## config.mk

```make
export PLATFORM = sky130hd
export DESIGN_NAME = led_work_timer_with_flash_core
export DESIGN_NICKNAME = d
export VERILOG_FILES = /design/src/sv/lwt_pkg.sv /design/src/sv/led_work_timer_with_flash_core.sv
export VERILOG_INCLUDE_DIRS = /design/src /design/src/sv
export SDC_FILE = /design/constraint.sdc
export NUM_CORES = 1
export LEC_CHECK = 0
export BUFFER_PORTS_ARGS = -buffer_cell sky130_fd_sc_hd__buf_2
export CORE_UTILIZATION = 24
export DETAILED_ROUTE_END_ITERATION = 10
export GPL_TIMING_DRIVEN = 0
export SETUP_SLACK_MARGIN = 0.2
export SLEW_MARGIN = 5
export SYNTH_ARGS = -nofsm -noshare
export SYNTH_HDL_FRONTEND = slang
export SYNTH_SLANG_ARGS = --single-unit
```

## constraint.sdc

```tcl
create_clock -name clk -period 10.4 [get_ports clk]
set_clock_uncertainty 0.05 [all_clocks]
set_input_delay 2.08 -clock clk [delete_from_list [all_inputs] [get_ports clk]]
set_output_delay 2.08 -clock clk [all_outputs]
set_load 0.01 [all_outputs]
```

## src/sv/led_work_timer_with_flash_core_assert.svh

```systemverilog
// ----------------------------------------------------------------------------
// LED work timer assertion macros
// Concurrent assertion helpers shared by the LED work timer RTL.
// ----------------------------------------------------------------------------
`ifndef LED_WORK_TIMER_WITH_FLASH_CORE_ASSERT_SVH
`define LED_WORK_TIMER_WITH_FLASH_CORE_ASSERT_SVH

`ifndef SYNTHESIS

`define LWT_ASSERT_IMPL(label, clk, rst_n, ante, cons) \
    label: assert property (@(posedge clk) disable iff (!rst_n) (ante) |-> (cons)) \
        else $error("assertion failed");

`define LWT_ASSERT_NEXT(label, clk, rst_n, ante, cons) \
    label: assert property (@(posedge clk) disable iff (!rst_n) (ante) |=> (cons)) \
        else $error("assertion failed");

`else

`define LWT_ASSERT_IMPL(label, clk, rst_n, ante, cons)

`define LWT_ASSERT_NEXT(label, clk, rst_n, ante, cons)

`endif

`endif

```

## src/sv/lwt_pkg.sv

```systemverilog
// ----------------------------------------------------------------------------
// LED work timer package
// Types, register indexes and field widths of the LED work timer.
// ----------------------------------------------------------------------------
package lwt_pkg;

    localparam int unsigned IN_DATA_W  = 72;
    localparam int unsigned OUT_DATA_W = 40;
    localparam int unsigned CFG_DATA_W = 16;

    typedef enum logic [1:0] {
        ST_OFF   = 2'd0,
        ST_ON    = 2'd1,
        ST_FLASH = 2'd2
    } led_state_t;

    typedef enum logic [1:0] {
        MODE_TICK  = 2'd0,
        MODE_ADD   = 2'd1,
        MODE_FLASH = 2'd2,
        MODE_NONE  = 2'd3
    } mode_t;

    typedef enum logic [1:0] {
        REG_UNIT_SECONDS    = 2'd0,
        REG_FLASH_TOGGLES   = 2'd1,
        REG_FLASH_PERIOD_MS = 2'd2,
        REG_NONE            = 2'd3
    } cfg_index_t;

    localparam logic [15:0] UNIT_SECONDS_RESET    = 16'd1800;
    localparam logic [3:0]  FLASH_TOGGLES_RESET   = 4'd8;
    localparam logic [15:0] FLASH_PERIOD_MS_RESET = 16'd100;
    localparam logic [3:0]  TOGGLE_COUNT_MAX      = 4'd15;

endpackage

```

## src/sv/led_work_timer_with_flash_core.sv

```systemverilog
// ----------------------------------------------------------------------------
// LED work timer with flash
// Work window timer with an on/off/flash LED state machine, one item per
// cycle on a stream interface while the output is not stalled.
// ----------------------------------------------------------------------------
// The block takes one item per clock cycle while the output side is ready
// and returns exactly one result item for each, in order. An accepted item
// is held in the input register, is evaluated against the timer state
// there, and its result is held in the output register; a stalled output
// only holds the pipeline, no item is lost. Configuration writes take
// effect on the next clock edge; the user must make them only while no
// item is in flight, the block itself does not enforce this.
`include "led_work_timer_with_flash_core_assert.svh"

module led_work_timer_with_flash_core
    import lwt_pkg::*;
(
    input  logic                  clk,
    input  logic                  rst_n,
    input  logic                  s_axis_tvalid,
    output logic                  s_axis_tready,
    // now_seconds[31:0], now_millis[63:32], periods[71:64]
    input  logic [IN_DATA_W-1:0]  s_axis_tdata,
    // mode[1:0]
    input  logic [1:0]            s_axis_tuser,
    output logic                  m_axis_tvalid,
    input  logic                  m_axis_tready,
    // led_level[0], led_state[2:1], window_end[34:3], zero[39:35]
    output logic [OUT_DATA_W-1:0] m_axis_tdata,
    input  logic                  cfg_we,
    input  logic [1:0]            cfg_index,
    input  logic [CFG_DATA_W-1:0] cfg_data
);

    logic [15:0]          unit_seconds_reg;
    logic [3:0]           flash_toggles_reg;
    logic [15:0]          flash_period_ms_reg;

    logic                 in_valid_reg;
    mode_t                in_mode_reg;
    logic [31:0]          in_sec_reg;
    logic [31:0]          in_ms_reg;
    logic [7:0]           in_periods_reg;

    led_state_t           state_reg, state_next;
    logic                 pin_reg, pin_next;
    logic [31:0]          start_reg, start_next;
    logic [31:0]          work_reg, work_next;
    logic [31:0]          end_reg, end_next;
    logic [3:0]           count_reg, count_next;
    logic [31:0]          last_ms_reg, last_ms_next;

    logic                 out_valid_reg;
    logic [OUT_DATA_W-1:0] out_data_reg;

    logic                 advance;
    logic [23:0]          amount;
    logic [31:0]          gap;
    logic                 gap_ok;
    logic [3:0]           count_step;
    logic [31:0]          work_sum;

    assign advance       = in_valid_reg && (!out_valid_reg || m_axis_tready);
    assign s_axis_tready = !in_valid_reg || advance;
    assign m_axis_tvalid = out_valid_reg;
    assign m_axis_tdata  = out_data_reg;

    always_ff @(posedge clk or negedge rst_n)
    begin
        if (!rst_n)
        begin
            unit_seconds_reg    <= UNIT_SECONDS_RESET;
            flash_toggles_reg   <= FLASH_TOGGLES_RESET;
            flash_period_ms_reg <= FLASH_PERIOD_MS_RESET;
        end
        else if (cfg_we)
        begin
            unique case (cfg_index_t'(cfg_index))
                REG_UNIT_SECONDS:    unit_seconds_reg    <= cfg_data;
                REG_FLASH_TOGGLES:   flash_toggles_reg   <= cfg_data[3:0];
                REG_FLASH_PERIOD_MS: flash_period_ms_reg <= cfg_data;
                default:             ;
            endcase
        end
    end

    always_ff @(posedge clk or negedge rst_n)
    begin
        if (!rst_n)
        begin
            in_valid_reg <= 1'b0;
        end
        else if (s_axis_tready)
        begin
            in_valid_reg <= s_axis_tvalid;
        end
    end

    always_ff @(posedge clk)
    begin
        if (s_axis_tready && s_axis_tvalid)
        begin
            in_mode_reg    <= mode_t'(s_axis_tuser);
            in_sec_reg     <= s_axis_tdata[31:0];
            in_ms_reg      <= s_axis_tdata[63:32];
            in_periods_reg <= s_axis_tdata[71:64];
        end
    end

    assign amount     = {16'd0, in_periods_reg} * {8'd0, unit_seconds_reg};
    assign gap        = in_ms_reg - last_ms_reg;
    assign gap_ok     = gap >= {16'd0, flash_period_ms_reg};
    assign count_step = (gap_ok && count_reg < TOGGLE_COUNT_MAX) ? count_reg + 4'd1 : count_reg;
    assign work_sum   = work_reg + {8'd0, amount};

    always_comb
    begin
        state_next   = state_reg;
        pin_next     = pin_reg;
        start_next   = start_reg;
        work_next    = work_reg;
        end_next     = end_reg;
        count_next   = count_reg;
        last_ms_next = last_ms_reg;
        unique case (in_mode_reg)
            MODE_TICK:
            begin
                if (state_reg == ST_FLASH && work_reg != 32'd0)
                begin
                    if (gap_ok)
                    begin
                        last_ms_next = in_ms_reg;
                        pin_next     = !pin_reg;
                    end
                    count_next = count_step;
                    if (count_step >= flash_toggles_reg)
                    begin
                        state_next   = ST_OFF;
                        start_next   = 32'd0;
                        work_next    = 32'd0;
                        end_next     = 32'd0;
                        count_next   = 4'd0;
                        last_ms_next = 32'd0;
                    end
                end
                else if (state_reg == ST_OFF && end_reg > in_sec_reg)
                begin
                    state_next = ST_ON;
                end
                else if (state_reg == ST_ON && end_reg <= in_sec_reg)
                begin
                    state_next   = ST_OFF;
                    start_next   = 32'd0;
                    work_next    = 32'd0;
                    end_next     = 32'd0;
                    count_next   = 4'd0;
                    last_ms_next = 32'd0;
                end
                if (state_next == ST_ON)
                begin
                    pin_next = 1'b1;
                end
                else if (state_next == ST_OFF)
                begin
                    pin_next = 1'b0;
                end
            end
            MODE_ADD:
            begin
                if (end_reg < in_sec_reg)
                begin
                    start_next = in_sec_reg;
                    work_next  = {8'd0, amount};
                    end_next   = in_sec_reg + {8'd0, amount};
                end
                else
                begin
                    work_next = work_sum;
                    end_next  = start_reg + work_sum;
                end
            end
            MODE_FLASH:
            begin
                state_next = ST_FLASH;
            end
            default:
            begin
            end
        endcase
    end

    always_ff @(posedge clk or negedge rst_n)
    begin
        if (!rst_n)
        begin
            state_reg   <= ST_OFF;
            pin_reg     <= 1'b0;
            start_reg   <= 32'd0;
            work_reg    <= 32'd0;
            end_reg     <= 32'd0;
            count_reg   <= 4'd0;
            last_ms_reg <= 32'd0;
        end
        else if (advance)
        begin
            state_reg   <= state_next;
            pin_reg     <= pin_next;
            start_reg   <= start_next;
            work_reg    <= work_next;
            end_reg     <= end_next;
            count_reg   <= count_next;
            last_ms_reg <= last_ms_next;
        end
    end

    always_ff @(posedge clk or negedge rst_n)
    begin
        if (!rst_n)
        begin
            out_valid_reg <= 1'b0;
        end
        else if (advance)
        begin
            out_valid_reg <= 1'b1;
        end
        else if (m_axis_tready)
        begin
            out_valid_reg <= 1'b0;
        end
    end

    always_ff @(posedge clk)
    begin
        if (advance)
        begin
            out_data_reg <= {5'd0, end_next, state_next, pin_next};
        end
    end

    `LWT_ASSERT_IMPL(a_on_lit, clk, rst_n, state_reg == ST_ON, pin_reg)
    `LWT_ASSERT_IMPL(a_off_dark, clk, rst_n, state_reg == ST_OFF, !pin_reg)
    `LWT_ASSERT_IMPL(a_count_flash, clk, rst_n, count_reg != 4'd0, state_reg == ST_FLASH)
    `LWT_ASSERT_NEXT(a_hold_item, clk, rst_n, in_valid_reg && !advance, in_valid_reg)

endmodule

```

=== Word level (Yosys, flattened, before mapping) ===
Cells that the tools add are included.

* Register bits after elaboration: 282
* Bits in latches: 0
* RAM bits: 0
* Bits in read-only memories: 0
* Word-level logic and storage cells: 103
* Memories: 0

* Add/sub/neg operators: 5
* $mul: 1
* Divide/modulo/power cells: 0
* $lt $le $gt $ge: 6
* Equality and inequality tests: 13
* Shift operators: 0
* Multiplexer cells: 35
* Bitwise gates (word level): 0
* Reduce and logical (&&, ||, !) cells: 26

{| class="wikitable"
|+ Operators by type and width
! kind !! count
|-
| $mux W32 || 14
|-
| $pmux W32 S2 || 3
|-
| $add A32 B24 Y32 || 2
|-
| $add A32 B32 Y32 || 1
|-
| $ge A32 B16 Y1 || 1
|-
| $gt A32 B32 Y1 || 1
|-
| $le A32 B32 Y1 || 1
|-
| $lt A32 B32 Y1 || 1
|-
| $reduce_bool A32 Y1 || 1
|-
| $sub A32 B32 Y32 || 1
|-
| $mul A8 B16 Y24 || 1
|-
| $mux W4 || 5
|-
| $mux W2 || 5
|-
| $reduce_and A5 Y1 || 2
|-
| $ne A3 B3 Y1 const B || 3
|-
| $eq A2 B1 Y1 const B || 4
|-
| $logic_not A2 Y1 || 4
|-
| $mux W1 || 7
|-
| $eq A2 B2 Y1 const B || 3
|-
| $logic_and A1 B1 Y1 || 6
|-
| $reduce_and A2 Y1 || 3
|-
| $reduce_and A6 Y1 || 1
|-
| $reduce_bool A2 Y1 || 3
|-
| $add A4 B1 Y4 const B || 1
|-
| 8 further kinds || 12
|}

=== Depth between registers and ports, before layout ===
Gate-level depths: netlist of the first run.

* Word-level depth: 12
* Depth in mapped cells: 40

=== Least setup slack after synthesis of the first run ===
OpenSTA, ideal clock, no wires.

* Path type: reg-to-reg
* Start: reg in_periods_reg[2]
* End: reg out_data_reg[33] (netlist: m_axis_tdata[33]) (data pin)
* Setup time: 0.254 ns
* Arrival time: 7.935 ns
* Required time: 10.096 ns
* Setup slack: 2.162 ns
* Stages on the path, launching flop included: 37
* Cell sequence: edfxtp_1 > clkbuf_1 > and2_1 > fa_1 > fa_1 > ha_1 > inv_1 > fa_1 > inv_1 > ha_1 > a21o_1 > a211oi_1 > nor2_1 > o41ai_1 > xnor2_1 > ha_1 > and2_1 > o2111ai_1 > o22ai_1 > or4_1 > nand2_1 > o21ai_0 > a21oi_1 > xnor2_1 > ha_1 > a21o_1 > a21oi_1 > a21oi_1 > o21a_1 > a311o_1 > a211oi_1 > o21bai_1 > a21oi_1 > o21ai_0 > xnor2_1 > o22ai_1 > a21o_1

* Longest elaborated chain between the ends: 5
* Elaborated cells between the ends (all ways): 6
* Those cells by class: 3 x add/sub; 1 x mul; 2 x mux

{| class="wikitable"
|+ RTL lines
! what !! RTL line !! source
|-
| start: declaration || led_work_timer_with_flash_core.sv:43 || <nowiki>logic [7:0] in_periods_reg;</nowiki>
|-
| start signal: assignment || led_work_timer_with_flash_core.sv:106 || <nowiki>in_periods_reg <= s_axis_tdata[71:64];</nowiki>
|-
| $mul A8 B16 Y24 (*) || led_work_timer_with_flash_core.sv:110 || <nowiki>assign amount = {16'd0, in_periods_reg} * {8'd0, unit_seconds_reg};</nowiki>
|-
| $add A32 B24 Y32 || led_work_timer_with_flash_core.sv:114 || <nowiki>assign work_sum = work_reg + {8'd0, amount};</nowiki>
|-
| $add A32 B32 Y32 || led_work_timer_with_flash_core.sv:179 || <nowiki>end_next = start_reg + work_sum;</nowiki>
|-
| $mux W32 (*) || led_work_timer_with_flash_core.sv:170 || <nowiki>if (end_reg < in_sec_reg)</nowiki>
|-
| $pmux W32 S2 (*) || led_work_timer_with_flash_core.sv:125 || <nowiki>unique case (in_mode_reg)</nowiki>
|-
| via end_next[30] || led_work_timer_with_flash_core.sv:49 || <nowiki>logic [31:0] end_reg, end_next;</nowiki>
|-
| end signal: assignment || led_work_timer_with_flash_core.sv:236 || <nowiki>out_data_reg <= {5'd0, end_next, state_next, pin_next};</nowiki>
|-
| end: declaration || led_work_timer_with_flash_core.sv:54 || <nowiki>logic [OUT_DATA_W-1:0] out_data_reg;</nowiki>
|}

Mark *: on every way through the listed nets, which the timed path passes. The rest lies on a longest branch.
A chain may end at the register's enable or synchronous reset.

=== Worst setup path after layout of the first run ===
* Start: reg in_periods_reg[7]
* End: reg end_reg[27]

* Longest elaborated chain between the ends: 5
* Elaborated cells between the ends (all ways): 6
* Those cells by class: 3 x add/sub; 1 x mul; 2 x mux

{| class="wikitable"
|+ RTL lines
! what !! RTL line !! source
|-
| $mul A8 B16 Y24 (*) || led_work_timer_with_flash_core.sv:110 ||
|-
| $add A32 B24 Y32 || led_work_timer_with_flash_core.sv:114 ||
|-
| $add A32 B32 Y32 || led_work_timer_with_flash_core.sv:179 ||
|-
| $mux W32 (*) || led_work_timer_with_flash_core.sv:170 ||
|-
| $pmux W32 S2 (*) || led_work_timer_with_flash_core.sv:125 ||
|-
| via end_next[27] || led_work_timer_with_flash_core.sv:49 ||
|-
| end signal: assignment || led_work_timer_with_flash_core.sv:210 || <nowiki>end_reg <= end_next;</nowiki>
|-
| end: declaration || led_work_timer_with_flash_core.sv:49 ||
|}

Marks and branches as above.

==> results of run 1 <==
-- Yosys cell counts (all sizes together), types with 6 or more instances --
master | number | area share, %
dfstp | 8 | 0.93
nor2b | 18 | 0.50
xor2 | 41 | 1.6
dfrtp | 165 | 18
buf | 20 | 0.50
o21ai | 155 | 3.4
nor3 | 37 | 0.85
a21oi | 124 | 2.8
or4 | 6 | 0.20
mux2 | 43 | 2.2
nor2 | 121 | 2.0
o21bai | 16 | 0.58
and2 | 106 | 2.9
and3 | 23 | 0.64
mux2i | 27 | 1.2
o21a | 30 | 1.0
fa | 88 | 7.8
a21o | 64 | 2.1
o2111ai | 7 | 0.27
ha | 208 | 12
nand4 | 34 | 0.95
o211ai | 12 | 0.40
or3 | 16 | 0.45
nand3 | 62 | 1.4
nor4 | 19 | 0.62
a31o | 12 | 0.47
nand2 | 219 | 3.7
edfxtp | 109 | 15
a22oi | 14 | 0.47
o31ai | 20 | 0.67
xnor2 | 82 | 3.2
a22o | 38 | 1.5
inv | 243 | 4.1
nand2b | 24 | 0.67
clkbuf | 57 | 0.95
a31oi | 22 | 0.61
a211oi | 15 | 0.50
-- cell families (layout without fill, tap and decap cells) --
logic type               after synthesis  after routing
other                                  1              6
adder cells (fa/ha/maj)              296            296
XOR/XNOR                             123            123
AND/OR/NAND/NOR                      713            713
AO/OA/AOI/OAI                        583            583
flip-flops                           282            282
buffers and inverters                321            521
multiplexers                          70             70
-- layout by cell type, fill, tap and decap left out, drive strengths merged, types with 34 or more instances in the layout --
| cell type | synthesis | routed |
|---|---|---|
| xor2 | 41 | 41 |
| mux2 | 43 | 43 |
| edfxtp | 109 | 109 |
| a21oi | 124 | 124 |
| a21o | 64 | 64 |
| nor3 | 37 | 37 |
| a22o | 38 | 38 |
| fa | 88 | 88 |
| nand3 | 62 | 62 |
| nand2 | 219 | 219 |
| xnor2 | 82 | 82 |
| nor2 | 121 | 121 |
| inv | 243 | 247 |
| clkbuf | 57 | 102 |
| and2 | 106 | 106 |
| buf | 20 | 156 |
| o21ai | 155 | 155 |
| nand4 | 34 | 34 |
| dfrtp | 165 | 165 |
| ha | 208 | 208 |
-- routing by layer --
layer  track usage [%]  vias to the layer above  part of all wire, %
met5                 0                        -                 0.10
met4             3.749                       10                  2.5
met3             2.226                      110                  5.7
met2             22.43                      491                   47
met1             18.07                     8910                   45
li1                  -                     8804                    -
-- worst max-delay path, delay by kind of cell, from the launching register on --
kind,cells,cell delay (ns)
muxes,1,0.30
adders and majority gates,7,3.03
xor gates and xnor gates,3,0.79
buffers and inverters,4,0.54
and+or+nand+nor,10,1.76
AOI/OAI and AO/OA,11,2.63
DFF,1,0.47
-- through the flow --
stage	hold WS (ns)	util (%)	setup WS, ns
floorplan	0.4069	-	2.162
global placement	0.4181	26.81	0.6469
detailed placement	0.4377	26.91	0.6180
CTS	0.4402	28.26	0.5650
global route	0.4630	28.29	0.1351
finish	0.4364	28.29	0.6966
-- final cells by class --
type,count,area (um2),area share (%)
flip-flops and latches,282,7612,29.18
diodes,1,2.502,0.009593
plain buffers,77,335.3,1.285
clock buffers,45,994.7,3.813
well taps,1243,1555,5.962
clock inverters,19,255.2,0.9785
multi-input cells,1790,13660,52.38
inverters,244,915.9,3.511
repair buffers,136,750.7,2.878
-- worst paths after layout --
path,from,to,slack [ns],cells after the start
worst max-delay path,in_periods_reg[7],end_reg[27],0.70,36
max in group asynchronous,rst_n,start_reg[5],7.79,2
worst min-delay path,in_valid_reg,m_axis_tvalid,0.44,1
worst max register to register,in_periods_reg[7],end_reg[27],0.70,36
min in group asynchronous,rst_n,last_ms_reg[15],1.40,1
worst min register to register,in_valid_reg,m_axis_tvalid,0.44,1
==> impl_metrics.py, run 1 <==
metrics = {
    "flow_run": {
        "count_of_maximum_capacitance_violations": 0,
    },
    "global_routing": {
        "grt_max_degree": 104,
        "gr-usage-all-layers_pct": 13.54,
        "first_global_vias": 17470,
        "global_route_wire_length_before_repair_um": 100400,
        "overflow": 0,
        "antenna_found_initial": 13,
    },
    "drt": {
        "post_drt_wl_per_cell_um": 16.93,
        "drtAntennaViolNets": 0,
        "postRouteWirelength_um": 64970,
        "drcViolationCount": 0,
        "drt_pre_antenna_iters": 5,
        "dr.first_iter.drc_count": 1215,
        "route.vias.total": 18330,
        "detail_route.vias_per_cell": 4.776,
    },
    "clocking": {
        "post_cts_setup_driven_buffer_insertion_count": 0,
        "clock_tree_from_tritoncts": "done",
        "clock_tree.htree_level_count": 2,
        "cts_resized": 0,
        "cts_hold_buffers": 0,
        "cts_buffer_depth": 3,
        "cts-root-buf": "clkbuf_16",
        "clk_latency_ns": 0.57,
        "clk_pin_slew_ns": 0.07,
        "cts_inserted_buffers": 35,
        "cts.sinks": 282,
    },
    "place": {
        "placedInstanceArea_mm2": 0.02481,
        "io_buffers": 133,
        "gp_congestion": 0.9152,
        "place_hpwl_um": 51210,
        "dp.cells": 3772,
    },
    "worst_setup_path": {
        "required_ns": 10.80,
        "max_stage_delay_ns": 0.49,
        "worstPathArrival_ns": 10.10,
        "timing.critical_path.to_type": "flip-flop",
        "crit_type": "reg2reg",
        "crit_slowest_cell": "fa_1",
        "cpMostUsedCell": "fa_1",
        "setup_crit_start_kind": "flip-flop",
        "critical_path_peak_fanout": 10,
    },
    "sta": {
        "fmaxAchievable_mhz": 103.1,
        "max_slew_margin_pct": 31.23,
        "setup_viol": 0,
        "report.final.hold_viol_count": 0,
        "rsz0062_at_grt": "true",
        "final-max-slew-violation-count": 0,
        "max_slew.worst_pin.slew_ns": 1.024,
        "crit_share_post_route_pct": 93.30,
        "setup_total_negative_slack_ns": 0,
        "final.min_clock_period_ns": 9.703,
    },
    "synth": {
        "synthMuxAreaShare_pct": 3.372,
        "synth_area_per_cell_um2": 9.414,
        "synth_compound_area_share_pct": 17.10,
        "post_synth_num_cell_types": 90,
        "synth_top_family_by_area": "adder cells",
        "synth_simple_gate_area_share_pct": 15.91,
        "synth-edff-count": 109,
        "synthesis.instances": 2389,
        "yosysWarningCount": 0,
        "synth_async_reset_ratio_pct": 61.35,
        "synth-main-ff-cell": "dfrtp_1",
        "syn_area_mm2": 0.02249,
        "synth_xor_area_share_pct": 4.824,
        "yosys_register_bits": 282,
        "post_synth_fa_ha_maj_area_fraction_pct": 19.41,
        "synth-seq-area-share_pct": 33.85,
    },
    "cells_and_area": {
        "area_growth_syn_to_layout_pct": 15.99,
        "largest_register_ff_count": 35,
        "fill_cells": 9896,
        "layout.nets": 2959,
        "final_area_mm2": 0.02609,
        "drive_gt1_share_pct": 11.72,
        "finish.cell_count_without_fillers": 3837,
    },
    "status": {
        "outcome": "finished clean",
    },
    "die": {
        "floorplan.initialDensity_pct": 24.39,
        "die_x_um": 308.1,
        "io_pins": 139,
        "die_y_um": 308.1,
        "rows": 111,
        "fp.dieArea_mm2": 0.09493,
        "coreArea_mm2": 0.09222,
    },
    "hold_path": {
        "hold_class": "reg2reg",
    },
}
Power of run 1 is not shown: default switching activity piles up to over one toggle a cycle in this logic, so the estimate is an artifact.
==> run 2, diff against run 1 <==
BUFFER_PORTS_ARGS = -buffer_cell sky130_fd_sc_hd__clkbuf_2   (was -buffer_cell sky130_fd_sc_hd__buf_2)
GPL_ROUTABILITY_DRIVEN = 0   (was unset)
==> run 2 against run 1 <==
  * Non-clock buffer count grew 1
  * Critical path depth is the same
  * Wire length grew 0.61%
  * Design area shrank 0.34%
  * Core utilization shrank 0.096 points
  * Cell count is essentially flat
  * Maximum frequency grew 1.4%
  * Highest routed layer unchanged
==> impl_metrics.py, run 2 (synthesized netlist as in run 1, its figures left out) <==
metrics = {
    "drt": {
        "drt_pre_antenna_iters": 5,
        "drcViolationCount": 0,
        "dr.first_iter.drc_count": 1278,
        "detail_route.vias_per_cell": 4.825,
        "post_drt_wl_per_cell_um": 17.04,
        "drtAntennaViolNets": 0,
        "route.vias.total": 18510,
        "postRouteWirelength_um": 65370,
    },
    "sta": {
        "max_slew_margin_pct": 32.79,
        "setup_total_negative_slack_ns": 0,
        "final-max-slew-violation-count": 0,
        "max_slew.worst_pin.slew_ns": 1.008,
        "finalHoldWorstSlack_ns": 0.4402,
        "rsz0062_at_grt": "false",
        "setup_viol": 0,
        "final.min_clock_period_ns": 9.569,
        "fin_ws_ns": 0.8313,
        "report.final.hold_viol_count": 0,
        "fmaxAchievable_mhz": 104.5,
        "crit_share_post_route_pct": 92.01,
    },
    "die": {
        "rows": 111,
        "coreArea_mm2": 0.09222,
        "die_x_um": 308.1,
        "floorplan.initialDensity_pct": 24.39,
        "io_pins": 139,
        "die_y_um": 308.1,
        "fp.dieArea_mm2": 0.09493,
    },
    "clocking": {
        "cts-root-buf": "clkbuf_16",
        "cts_buffer_depth": 3,
        "cts.sinks": 282,
        "cts_inserted_buffers": 34,
        "clock_tree_from_tritoncts": "done",
        "clk_latency_ns": 0.55,
        "clk_pin_slew_ns": 0.07,
        "cts_hold_buffers": 0,
        "clock_tree.htree_level_count": 2,
    },
    "worst_setup_path": {
        "max_stage_delay_ns": 0.49,
        "crit_type": "reg2reg",
        "worstPathArrival_ns": 9.95,
        "critical_path_peak_fanout": 10,
        "required_ns": 10.78,
        "setup_crit_start_kind": "flip-flop",
        "cpMostUsedCell": "fa_1",
        "timing.critical_path.to_type": "flip-flop",
        "crit_slowest_cell": "fa_1",
    },
    "place": {
        "dpl_worst_slack_ns": 0.6819,
        "dp.cells": 3773,
        "io_buffers": 133,
        "place_hpwl_um": 51740,
    },
    "cells_and_area": {
        "fill_cells": 9895,
        "mostFrequentLayoutCells": "242 x inv_1, 219 x nand2_1, 208 x ha_1, 165 x dfrtp_1, 147 x o21ai_0",
        "layout.nets": 2959,
        "drive_gt1_share_pct": 11.27,
        "finish.cell_count_without_fillers": 3836,
        "area_growth_syn_to_layout_pct": 15.59,
        "layout.cells.most_common": "inv_1",
        "largest_register_ff_count": 35,
    },
    "global_routing": {
        "overflow": 0,
        "antenna_found_initial": 4,
        "first_global_vias": 17570,
        "global_route_wire_length_before_repair_um": 100800,
        "gr-usage-all-layers_pct": 13.57,
        "grt_max_degree": 93,
    },
    "status": {
        "outcome": "finished clean",
    },
    "flow_run": {
        "count_of_maximum_capacitance_violations": 0,
    },
    "hold_path": {
        "hold_class": "reg2reg",
    },
}
-- run 2: cell type report --
| class | count | area [um2] | share of cell area, % |
|---|---|---|---|
| clock inverters | 17 | 211.5 | 0.8134 |
| clock buffers | 45 | 923.4 | 3.552 |
| diodes | 1 | 2.502 | 0.009626 |
| repair buffers | 137 | 777.0 | 2.989 |
| flip-flops and latches | 282 | 7612 | 29.28 |
| multi-input cells | 1790 | 13660 | 52.56 |
| well taps | 1243 | 1555 | 5.983 |
| plain buffers | 77 | 334.1 | 1.285 |
| inverters | 244 | 915.9 | 3.523 |
-- run 2: stage by stage --
stage               instance area (um2)  utilization [%]
CTS                               25970            28.17
finish                            26000            28.19
global route                      25990            28.19
floorplan                         22500                -
global placement                  24730            26.81
detailed placement                24840            26.94
-- run 2: layer usage --
| layer | track usage, % | share of wire, % |
|---|---|---|
| met3 | 2.419 | 6.4 |
| met1 | 18.17 | 44 |
| met2 | 22.42 | 47 |
| met4 | 3.448 | 2.1 |
| met5 | 0 | 0.054 |
-- run 2: worst paths after layout --
path                                   startpoint              to  slack (ns)  depth (start not counted)
worst max-delay path            in_periods_reg[7]     end_reg[27]        0.83                         36
worst min-delay path                 in_valid_reg   m_axis_tvalid        0.44                          1
worst max register to register  in_periods_reg[7]     end_reg[27]        0.83                         36
worst min register to register       in_valid_reg   m_axis_tvalid        0.44                          1
max in group asynchronous                   rst_n      end_reg[2]        7.79                          3
min in group asynchronous                   rst_n  last_ms_reg[7]        1.39                          1
-- run 2: critical path: cells and delay by family, from the launching register on --
| kind | cells | cell delay (ns) |
|---|---|---|
| DFF | 1 | 0.47 |
| xor gates and xnor gates | 3 | 0.75 |
| AOI/OAI and AO/OA | 11 | 2.51 |
| muxes | 1 | 0.29 |
| adders and majority gates | 7 | 3.02 |
| buffers and inverters | 4 | 0.57 |
| and+or+nand+nor | 10 | 1.77 |
-- run 2: what timing repair did --
item | 4_1_cts | 5_1_grt
endpoints found under the setup margin | 0 | 12
buffers inserted | 0 | 0
hold endpoints to repair | 0 | 0
resized for setup | 0 | 12
Power of run 2 is left out for the same reason.
